### src/dmd_pkg.sv
package dmd_pkg;

  // number of consoles on the line, fixed by the two-bit port field
  localparam int unsigned CONSOLE_COUNT = 4;
  localparam int unsigned PORT_W        = $clog2(CONSOLE_COUNT);

  // bus access codes
  typedef enum logic [1:0] {
    CMD_CTRL_WR = 2'd0,
    CMD_STAT_RD = 2'd1,
    CMD_DATA_WR = 2'd2,
    CMD_LINE_OK = 2'd3
  } cmd_t;

  // frame parser phases
  typedef enum logic [2:0] {
    PH_SOH  = 3'd0,
    PH_ADR  = 3'd1,
    PH_STAT = 3'd2,
    PH_STX  = 3'd3,
    PH_TEXT = 3'd4,
    PH_LP   = 3'd5
  } phase_t;

  // frame control characters
  localparam logic [6:0] CH_SOH  = 7'h01;
  localparam logic [6:0] CH_STX  = 7'h02;
  localparam logic [6:0] CH_ETX  = 7'h03;
  localparam logic [6:0] CH_MASK = 7'h7f;

  // address characters select consoles 0..3: 1 1 c c 0 0 0
  localparam logic [1:0] ADR_HIGH = 2'b11;

  // bit positions in bus words
  localparam int unsigned FORCE_DONE_BIT = 7;
  localparam int unsigned DONE_RD_BIT    = 6;

  typedef struct packed {
    cmd_t       command;
    logic [7:0] bus_data;
  } access_t;

  typedef struct packed {
    logic [6:0]        read_data;
    logic              irq_request;
    logic [2:0]        irq_channel;
    logic              send_valid;
    logic [6:0]        send_char;
    logic [PORT_W-1:0] send_port;
    logic              parity_error;
  } result_t;

endpackage

### src/dmd_access_if.sv
interface dmd_access_if;
  logic             valid;
  logic             ready;
  dmd_pkg::access_t payload;

  modport source (output valid, output payload, input ready);
  modport sink (input valid, input payload, output ready);
endinterface

### src/dmd_result_if.sv
interface dmd_result_if;
  logic             valid;
  logic             ready;
  dmd_pkg::result_t payload;

  modport source (output valid, output payload, input ready);
  modport sink (input valid, input payload, output ready);
endinterface

### src/dmd_core.sv
module dmd_core (
  input  logic             clk,
  input  logic             rst,
  input  logic             step_en,
  input  dmd_pkg::access_t acc,
  output dmd_pkg::result_t res
);
  import dmd_pkg::*;

  phase_t            phase, phase_next;
  logic [PORT_W-1:0] console_select, console_select_next;
  logic [6:0]        running_parity, running_parity_next;
  logic [2:0]        channel_assign, channel_assign_next;
  logic              done_flag, done_flag_next;
  logic              irq_pending, irq_pending_next;
  logic              send_outstanding, send_outstanding_next;

  logic [6:0] inv_char;
  logic [6:0] ch;
  logic [6:0] parity_x;
  logic       adr_ok;

  // decode: invert, then rotate left by one within 7 bits
  assign inv_char = acc.bus_data[6:0] ^ CH_MASK;
  assign ch       = {inv_char[5:0], inv_char[6]};
  assign parity_x = running_parity ^ ch;
  assign adr_ok   = (ch[6:5] == ADR_HIGH) && (ch[2:0] == 3'd0);

  // next state
  always_comb begin
    phase_next            = phase;
    console_select_next   = console_select;
    running_parity_next   = running_parity;
    channel_assign_next   = channel_assign;
    done_flag_next        = done_flag;
    irq_pending_next      = irq_pending;
    send_outstanding_next = send_outstanding;
    case (acc.command)
      CMD_CTRL_WR: begin
        irq_pending_next    = 1'b0;
        channel_assign_next = acc.bus_data[2:0];
        if (acc.bus_data[FORCE_DONE_BIT]) begin
          done_flag_next   = 1'b1;
          irq_pending_next = 1'b1;
        end
      end
      CMD_STAT_RD: begin
      end
      CMD_DATA_WR: begin
        if (done_flag) begin
          running_parity_next = parity_x;
          // every frame character except text sets done again at once
          done_flag_next      = 1'b1;
          irq_pending_next    = 1'b1;
          case (phase)
            PH_ADR: begin
              if (adr_ok) begin
                console_select_next = ch[4:3];
                phase_next          = PH_STAT;
              end else begin
                phase_next = PH_SOH;
              end
            end
            PH_STAT: begin
              phase_next = (ch == 7'd0) ? PH_STX : PH_SOH;
            end
            PH_STX: begin
              if (ch == CH_STX) begin
                phase_next = PH_TEXT;
              end
            end
            PH_TEXT: begin
              if (ch == CH_ETX) begin
                phase_next = PH_LP;
              end else begin
                done_flag_next        = 1'b0;
                irq_pending_next      = 1'b0;
                send_outstanding_next = 1'b1;
              end
            end
            PH_LP: begin
              phase_next = PH_SOH;
            end
            default: begin
              // parity restarts after the start of header
              if (ch == CH_SOH) begin
                phase_next          = PH_ADR;
                running_parity_next = 7'd0;
              end else begin
                phase_next = PH_SOH;
              end
            end
          endcase
        end
      end
      default: begin
        if (send_outstanding) begin
          send_outstanding_next = 1'b0;
          done_flag_next        = 1'b1;
          irq_pending_next      = 1'b1;
        end
      end
    endcase
  end

  // result of this access
  always_comb begin
    res              = '0;
    res.irq_request  = irq_pending_next && (channel_assign_next != 3'd0);
    res.irq_channel  = channel_assign_next;
    if (acc.command == CMD_STAT_RD) begin
      res.read_data = {done_flag, 3'd0, channel_assign};
    end
    if ((acc.command == CMD_DATA_WR) && done_flag) begin
      if ((phase == PH_TEXT) && (ch != CH_ETX)) begin
        res.send_valid = 1'b1;
        res.send_char  = ch;
        res.send_port  = console_select;
      end
      if (phase == PH_LP) begin
        res.parity_error = (parity_x != 7'd0);
      end
    end
  end

  // state registers
  always_ff @(posedge clk) begin
    if (rst) begin
      phase            <= PH_SOH;
      console_select   <= '0;
      running_parity   <= '0;
      channel_assign   <= '0;
      done_flag        <= 1'b0;
      irq_pending      <= 1'b0;
      send_outstanding <= 1'b0;
    end else if (step_en) begin
      phase            <= phase_next;
      console_select   <= console_select_next;
      running_parity   <= running_parity_next;
      channel_assign   <= channel_assign_next;
      done_flag        <= done_flag_next;
      irq_pending      <= irq_pending_next;
      send_outstanding <= send_outstanding_next;
    end
  end

  // an issued text character leaves done clear and a send outstanding
  a_send_waits: assert property (@(posedge clk) disable iff (rst)
    step_en && res.send_valid |=> !done_flag && send_outstanding)
    else $error("text character issued without waiting for the line");

  // the parity byte returns the parser to start of header, checked when it flags an error
  a_lp_ends: assert property (@(posedge clk) disable iff (rst)
    step_en && res.parity_error |=> phase == PH_SOH)
    else $error("parity byte did not end the frame");

  // no state moves without an access
  a_hold: assert property (@(posedge clk) disable iff (rst)
    !step_en |=> $stable(phase) && $stable(running_parity) && $stable(done_flag))
    else $error("parser state changed without an access");

  // reset leaves the parser idle with done clear
  a_reset: assert property (@(posedge clk)
    $past(rst) |-> phase == PH_SOH && !done_flag && !send_outstanding)
    else $error("state not cleared by reset");

endmodule

### src/display_message_deframer.sv
// Display message deframer: output side of a four-console display interface.
// Channel "access" carries one bus access (command, bus_data); channel
// "result" returns exactly one result item per access, in order.
// Both channels use valid/ready; a request moves when both are high.
// Pipeline: an input register holds the access, the parser logic runs
// between it and the result register, so a result is registered when its
// access advances, which waits while the result register is full and stalled.
// One access is taken every cycle while results are drained, since the
// input register refills in the same cycle it advances.
// Parser state (frame phase, console, parity, channel, done, interrupt)
// updates when an access moves from the input register to the result
// register, so accesses take effect strictly in order.
// When the receiver stalls, the result register holds its item, the input
// register holds one more access, and then access.ready drops.
// Synchronous reset empties both registers, the parser returns to waiting
// for start of header, and done, interrupt and channel are cleared.
module display_message_deframer (
  input  logic          clk,
  input  logic          rst,
  dmd_access_if.sink    access,
  dmd_result_if.source  result
);
  import dmd_pkg::*;

  logic    in_valid;
  access_t in_acc;
  logic    res_valid;
  result_t res_data;
  result_t core_res;
  logic    advance;

  // move the held access into the result register when it has room
  assign advance      = in_valid && (!res_valid || result.ready);
  assign access.ready = !in_valid || advance;

  dmd_core u_core (
    .clk     (clk),
    .rst     (rst),
    .step_en (advance),
    .acc     (in_acc),
    .res     (core_res)
  );

  // input register
  always_ff @(posedge clk) begin
    if (rst) begin
      in_valid <= 1'b0;
    end else if (access.ready) begin
      in_valid <= access.valid;
    end
  end

  always_ff @(posedge clk) begin
    if (access.valid && access.ready) begin
      in_acc <= access.payload;
    end
  end

  // result register
  always_ff @(posedge clk) begin
    if (rst) begin
      res_valid <= 1'b0;
    end else if (advance) begin
      res_valid <= 1'b1;
    end else if (result.ready) begin
      res_valid <= 1'b0;
    end
  end

  always_ff @(posedge clk) begin
    if (advance) begin
      res_data <= core_res;
    end
  end

  assign result.valid   = res_valid;
  assign result.payload = res_data;

endmodule

### src/flat_wrapper.sv
// flat-port wrapper written by rule: the top's interface ports become plain ports
module display_message_deframer_flat import dmd_pkg::*;
  (clk, rst, access_valid, access_payload, access_ready, result_valid, result_payload, result_ready);
  dmd_access_if access_i ();
  dmd_result_if result_i ();
  input  logic clk;
  input  logic rst;
  input wire logic [$bits(access_i.valid)-1:0] access_valid;
  input wire logic [$bits(access_i.payload)-1:0] access_payload;
  output wire logic [$bits(access_i.ready)-1:0] access_ready;
  output wire logic [$bits(result_i.valid)-1:0] result_valid;
  output wire logic [$bits(result_i.payload)-1:0] result_payload;
  input wire logic [$bits(result_i.ready)-1:0] result_ready;
  assign access_i.valid = access_valid;
  assign access_i.payload = access_payload;
  assign access_ready = access_i.ready;
  assign result_valid = result_i.valid;
  assign result_payload = result_i.payload;
  assign result_i.ready = result_ready;
  display_message_deframer u_core (.clk(clk), .rst(rst), .access(access_i), .result(result_i));
endmodule
### config.mk
export PLATFORM = sky130hd
export DESIGN_NAME = display_message_deframer_flat
export DESIGN_NICKNAME = d
export VERILOG_FILES = /design/src/dmd_pkg.sv /design/src/dmd_access_if.sv /design/src/dmd_result_if.sv /design/src/dmd_core.sv /design/src/display_message_deframer.sv /design/src/flat_wrapper.sv
export SDC_FILE = /design/constraint.sdc
export NUM_CORES = 1
export LEC_CHECK = 0
export BUFFER_PORTS_ARGS = -buffer_cell sky130_fd_sc_hd__buf_4
export CORE_ASPECT_RATIO = 1.75
export CORE_UTILIZATION = 46
export CTS_CLUSTER_DIAMETER = 50
export DETAILED_ROUTE_END_ITERATION = 12
export GPL_TIMING_DRIVEN = 0
export PLACE_DENSITY = 0.67
export SLEW_MARGIN = 25
export SYNTH_ARGS = -nofsm -noshare
export SYNTH_HDL_FRONTEND = slang
export SYNTH_SLANG_ARGS = --single-unit
export TNS_END_PERCENT = 50
### constraint.sdc
create_clock -name clk -period 2 [get_ports clk]
set_clock_uncertainty 0.15 [all_clocks]
set_input_delay 0.3 -clock clk [delete_from_list [all_inputs] [get_ports clk]]
set_output_delay 0.3 -clock clk [all_outputs]
set_load 0.03 [all_outputs]
==> impl_metrics.tcl <==
set metrics [dict create \
    post-route-drc-count 0 \
    crit_type "flip-flop to flip-flop" \
    antenna_cells 0 \
    vias 1657 \
    worst_slack_ps 32.2 \
    fin_crit_ps 1970 \
    slowest_stage "edfxtp_1" \
    crit_fanout 10 \
    drt_first_pass_iters 4 \
    clk_pin_slew_ps 90 \
    viasPerCell 5.47 \
    cts_sinks 49 \
    final_area_mm2 0.00275 \
    top_level_ports 38 \
    clk_latency_ps 310 \
    leakage_uw 0.00101 \
    crit_path_start_kind "flip-flop" \
    power_uw 2050 \
    synth-edff-count 29 \
    grt_setup_unrepaired "yes" \
    netlist_top_cells_area "edfxtp_1 39%, dfxtp_1 18%, nor2_1 2.7%" \
    ir_drop_uv 651 \
    fmax_ghz 0.508 \
    drive_above_1_share_pct 29.9 \
    synth_top_cell_area_share_pct 39.0 \
    multi_input_area_um2 878 \
    crit_required_ps 2080 \
    worstMarginPinSlew_ps 649 \
    yosysUniqueCellTypes 48 \
    synth_area_mm2 0.00223 \
    pre_cts_ws_ps -104 \
    max_stage_delay_ps 380 \
    dp_hpwl_um 2940 \
    grt_usage_pct 19.2 \
    yosys_register_bits 49 \
    die_area_mm2 0.00515 \
    yosysTopAreaCell "edfxtp_1" \
    end_kind "flip-flop" \
    fin_nets 264 \
    wl_um 4290 \
    port_buffers 34 \
    grt_max_degree 24 \
    gp_congestion 0.807 \
    ff_latch_area_mm2 0.00127 \
    cts_buffer_depth 2 \
    status "complete, no violations" \
    syn_to_final_growth_pct 23.0 \
    cp_cell_sequence "buf_6 > nand3b_4 > or3_4 > buf_6 > or3_1 > a31oi_1" \
    hold_path.class "input port to flip-flop" \
    row_count 33 \
    cts_tree "done" \
    drtIter0Drc 43 \
    h-tree-depth 2 \
    hold_viol 0 \
    cp.buffers_inverters 2 \
    place_area_mm2 0.00256 \
    initial_core_util_pct 47.9 \
    grt_pass1_vias 1618 \
    grt_pass1_wl_um 7120 \
    die_width_um 54.7 \
    timing.slew.headroom_pct 56.0 \
    wl_per_cell_um 14.2 \
    power-per-cell-area_mw_per_mm2 747 \
    post-route-period-util_pct 98.4 \
    dieHeight_um 94.2 \
    finish.utilization_pct 58.9 \
    synthFlopType "edfxtp_1" \
    ys_seq_area_share_pct 56.9 \
    ant_nets 0 \
    cap_violations 0 \
    final-setup-viol-count 0 \
    cts_made_buffers 5 \
    core_area_mm2 0.00467 \
    cts_root_buf "clkbuf_8" \
    antenna_found_initial 0 \
    crit_family "simple AND/OR/NAND/NOR gates" \
    cp.arrival_ps 2050 \
    netlist_instances 201 \
    gr-total-overflow 0 \
    syn_avg_cell_area_um2 11.1 \
    async_flop_share_pct 0 \
    fill_cells 427 \
    crit_top_cell "buf_6" \
    yosys_warnings 0 \
    report.final.slew_viol_count 0 \
]
stage by stage:
stage | cells | hold WS [ps] | setup TNS, ps
detailed placement | 289 | 329 | -268
global placement | 289 | 328 | -225
CTS | 300 | 12.4 | 0
finish | 303 | 12.2 | 0
global route | 303 | 5.64 | -51.9
floorplan | 203 | 249 | 0
layout make-up:
class | instances | area share [%]
clock buffer | 6 | 2.64
multi-input combinational | 133 | 32.0
tap | 52 | 2.37
buffer | 12 | 2.87
inverter | 7 | 1.09
clock inverter | 2 | 1.23
sequential | 49 | 46.3
timing repair buffer | 41 | 11.2
timing repair inverter | 1 | 0.273
report_power, final:
part / internal [uW] / leakage, uW / switching, uW
Clock: 369 / 0.0000528 / 322
Sequential: 1110 / 0.000433 / 23.8
Combinational: 90.3 / 0.000523 / 136
sequential cells by signal, indices dropped and copies added (netlist names):
| name | flops |
|---|---|
| u_core.u_core.irq_pending | 1 |
| u_core.u_core.done_flag | 1 |
| u_core.result.payload | 19 |
| u_core.u_core.phase | 3 |
| u_core.u_core.send_outstanding | 1 |
| u_core.result.valid | 1 |
| u_core.u_core.console_select | 2 |
| u_core.in_valid | 1 |
| u_core.u_core.running_parity | 7 |
| u_core.u_core.channel_assign | 3 |
| u_core.in_acc | 10 |
kinds of logic after synthesis:
kind of cell    synth area share, %
simple gates                   22.1
flops                          56.9
compound gates                 10.6
buf+inv                        5.10
xor+xnor                       2.75
mux                            2.41
other cells                   0.168
Yosys cell counts, drive strengths merged (4+ instances only):
library cell and instances:
nand3 9, a31oi 7, inv 7, or3 10, xor2 4, nand3b 5, edfxtp 29, and2 7
nand2b 5, nor3 9, nand2 14, dfxtp 20, nor2 16, clkbuf 4, a21oi 6, buf 10
cells in the final DEF (no fill, tap or decap), drive strengths merged, types with 3 or more instances in the layout:
cell / count
xnor2: 3
edfxtp: 29
inv: 6
xor2: 4
mux2: 3
a31oi: 7
nand3: 9
buf: 50
or3: 10
a311oi: 3
dfxtp: 20
nand2b: 5
nand3b: 5
a21oi: 6
o31ai: 3
conb: 3
nor3: 9
nand2: 14
nor2: 16
clkbuf: 9
and2: 7
final timing paths:
check,start,to,slack (ps),cells after the start
min,access_payload[3],u_core.in_acc[3],10,1
max,u_core.in_acc[8],u_core.u_core.running_parity[4],30,6
min reg2reg,u_core.u_core.irq_pending,u_core.u_core.irq_pending,360,2
max reg2reg,u_core.in_acc[8],u_core.u_core.running_parity[4],30,6
per-layer routing:
layer,routed length (um),vias up,global-route usage (%),share of wire (%)
met1,1700,776,21.0,40
met4,127,0,10.7,3.0
met2,2310,45,32.2,54
met3,153,13,4.21,3.6
li1,-,823,-,-
met5,0,-,0,0
what timing repair did:
| action | CTS | global route |
|---|---|---|
| setup endpoints to repair | 8 | 10 |
| cloned | 0 | 1 |
| pin swaps | 1 | 1 |
| hold buffers | 0 | 0 |
| setup buffers | 4 | 3 |
| gates resized for setup | 1 | 6 |
| hold endpoints to repair | 0 | 0 |
worst register-to-register path: stages, from the launching register on:
cell and delay [ps]:
edfxtp_1 380, buf_6 150, nand3b_4 170, or3_4 380, buf_6 160, or3_1 330
a31oi_1 180
No activity file was read; power rests on OpenSTA's default activity.
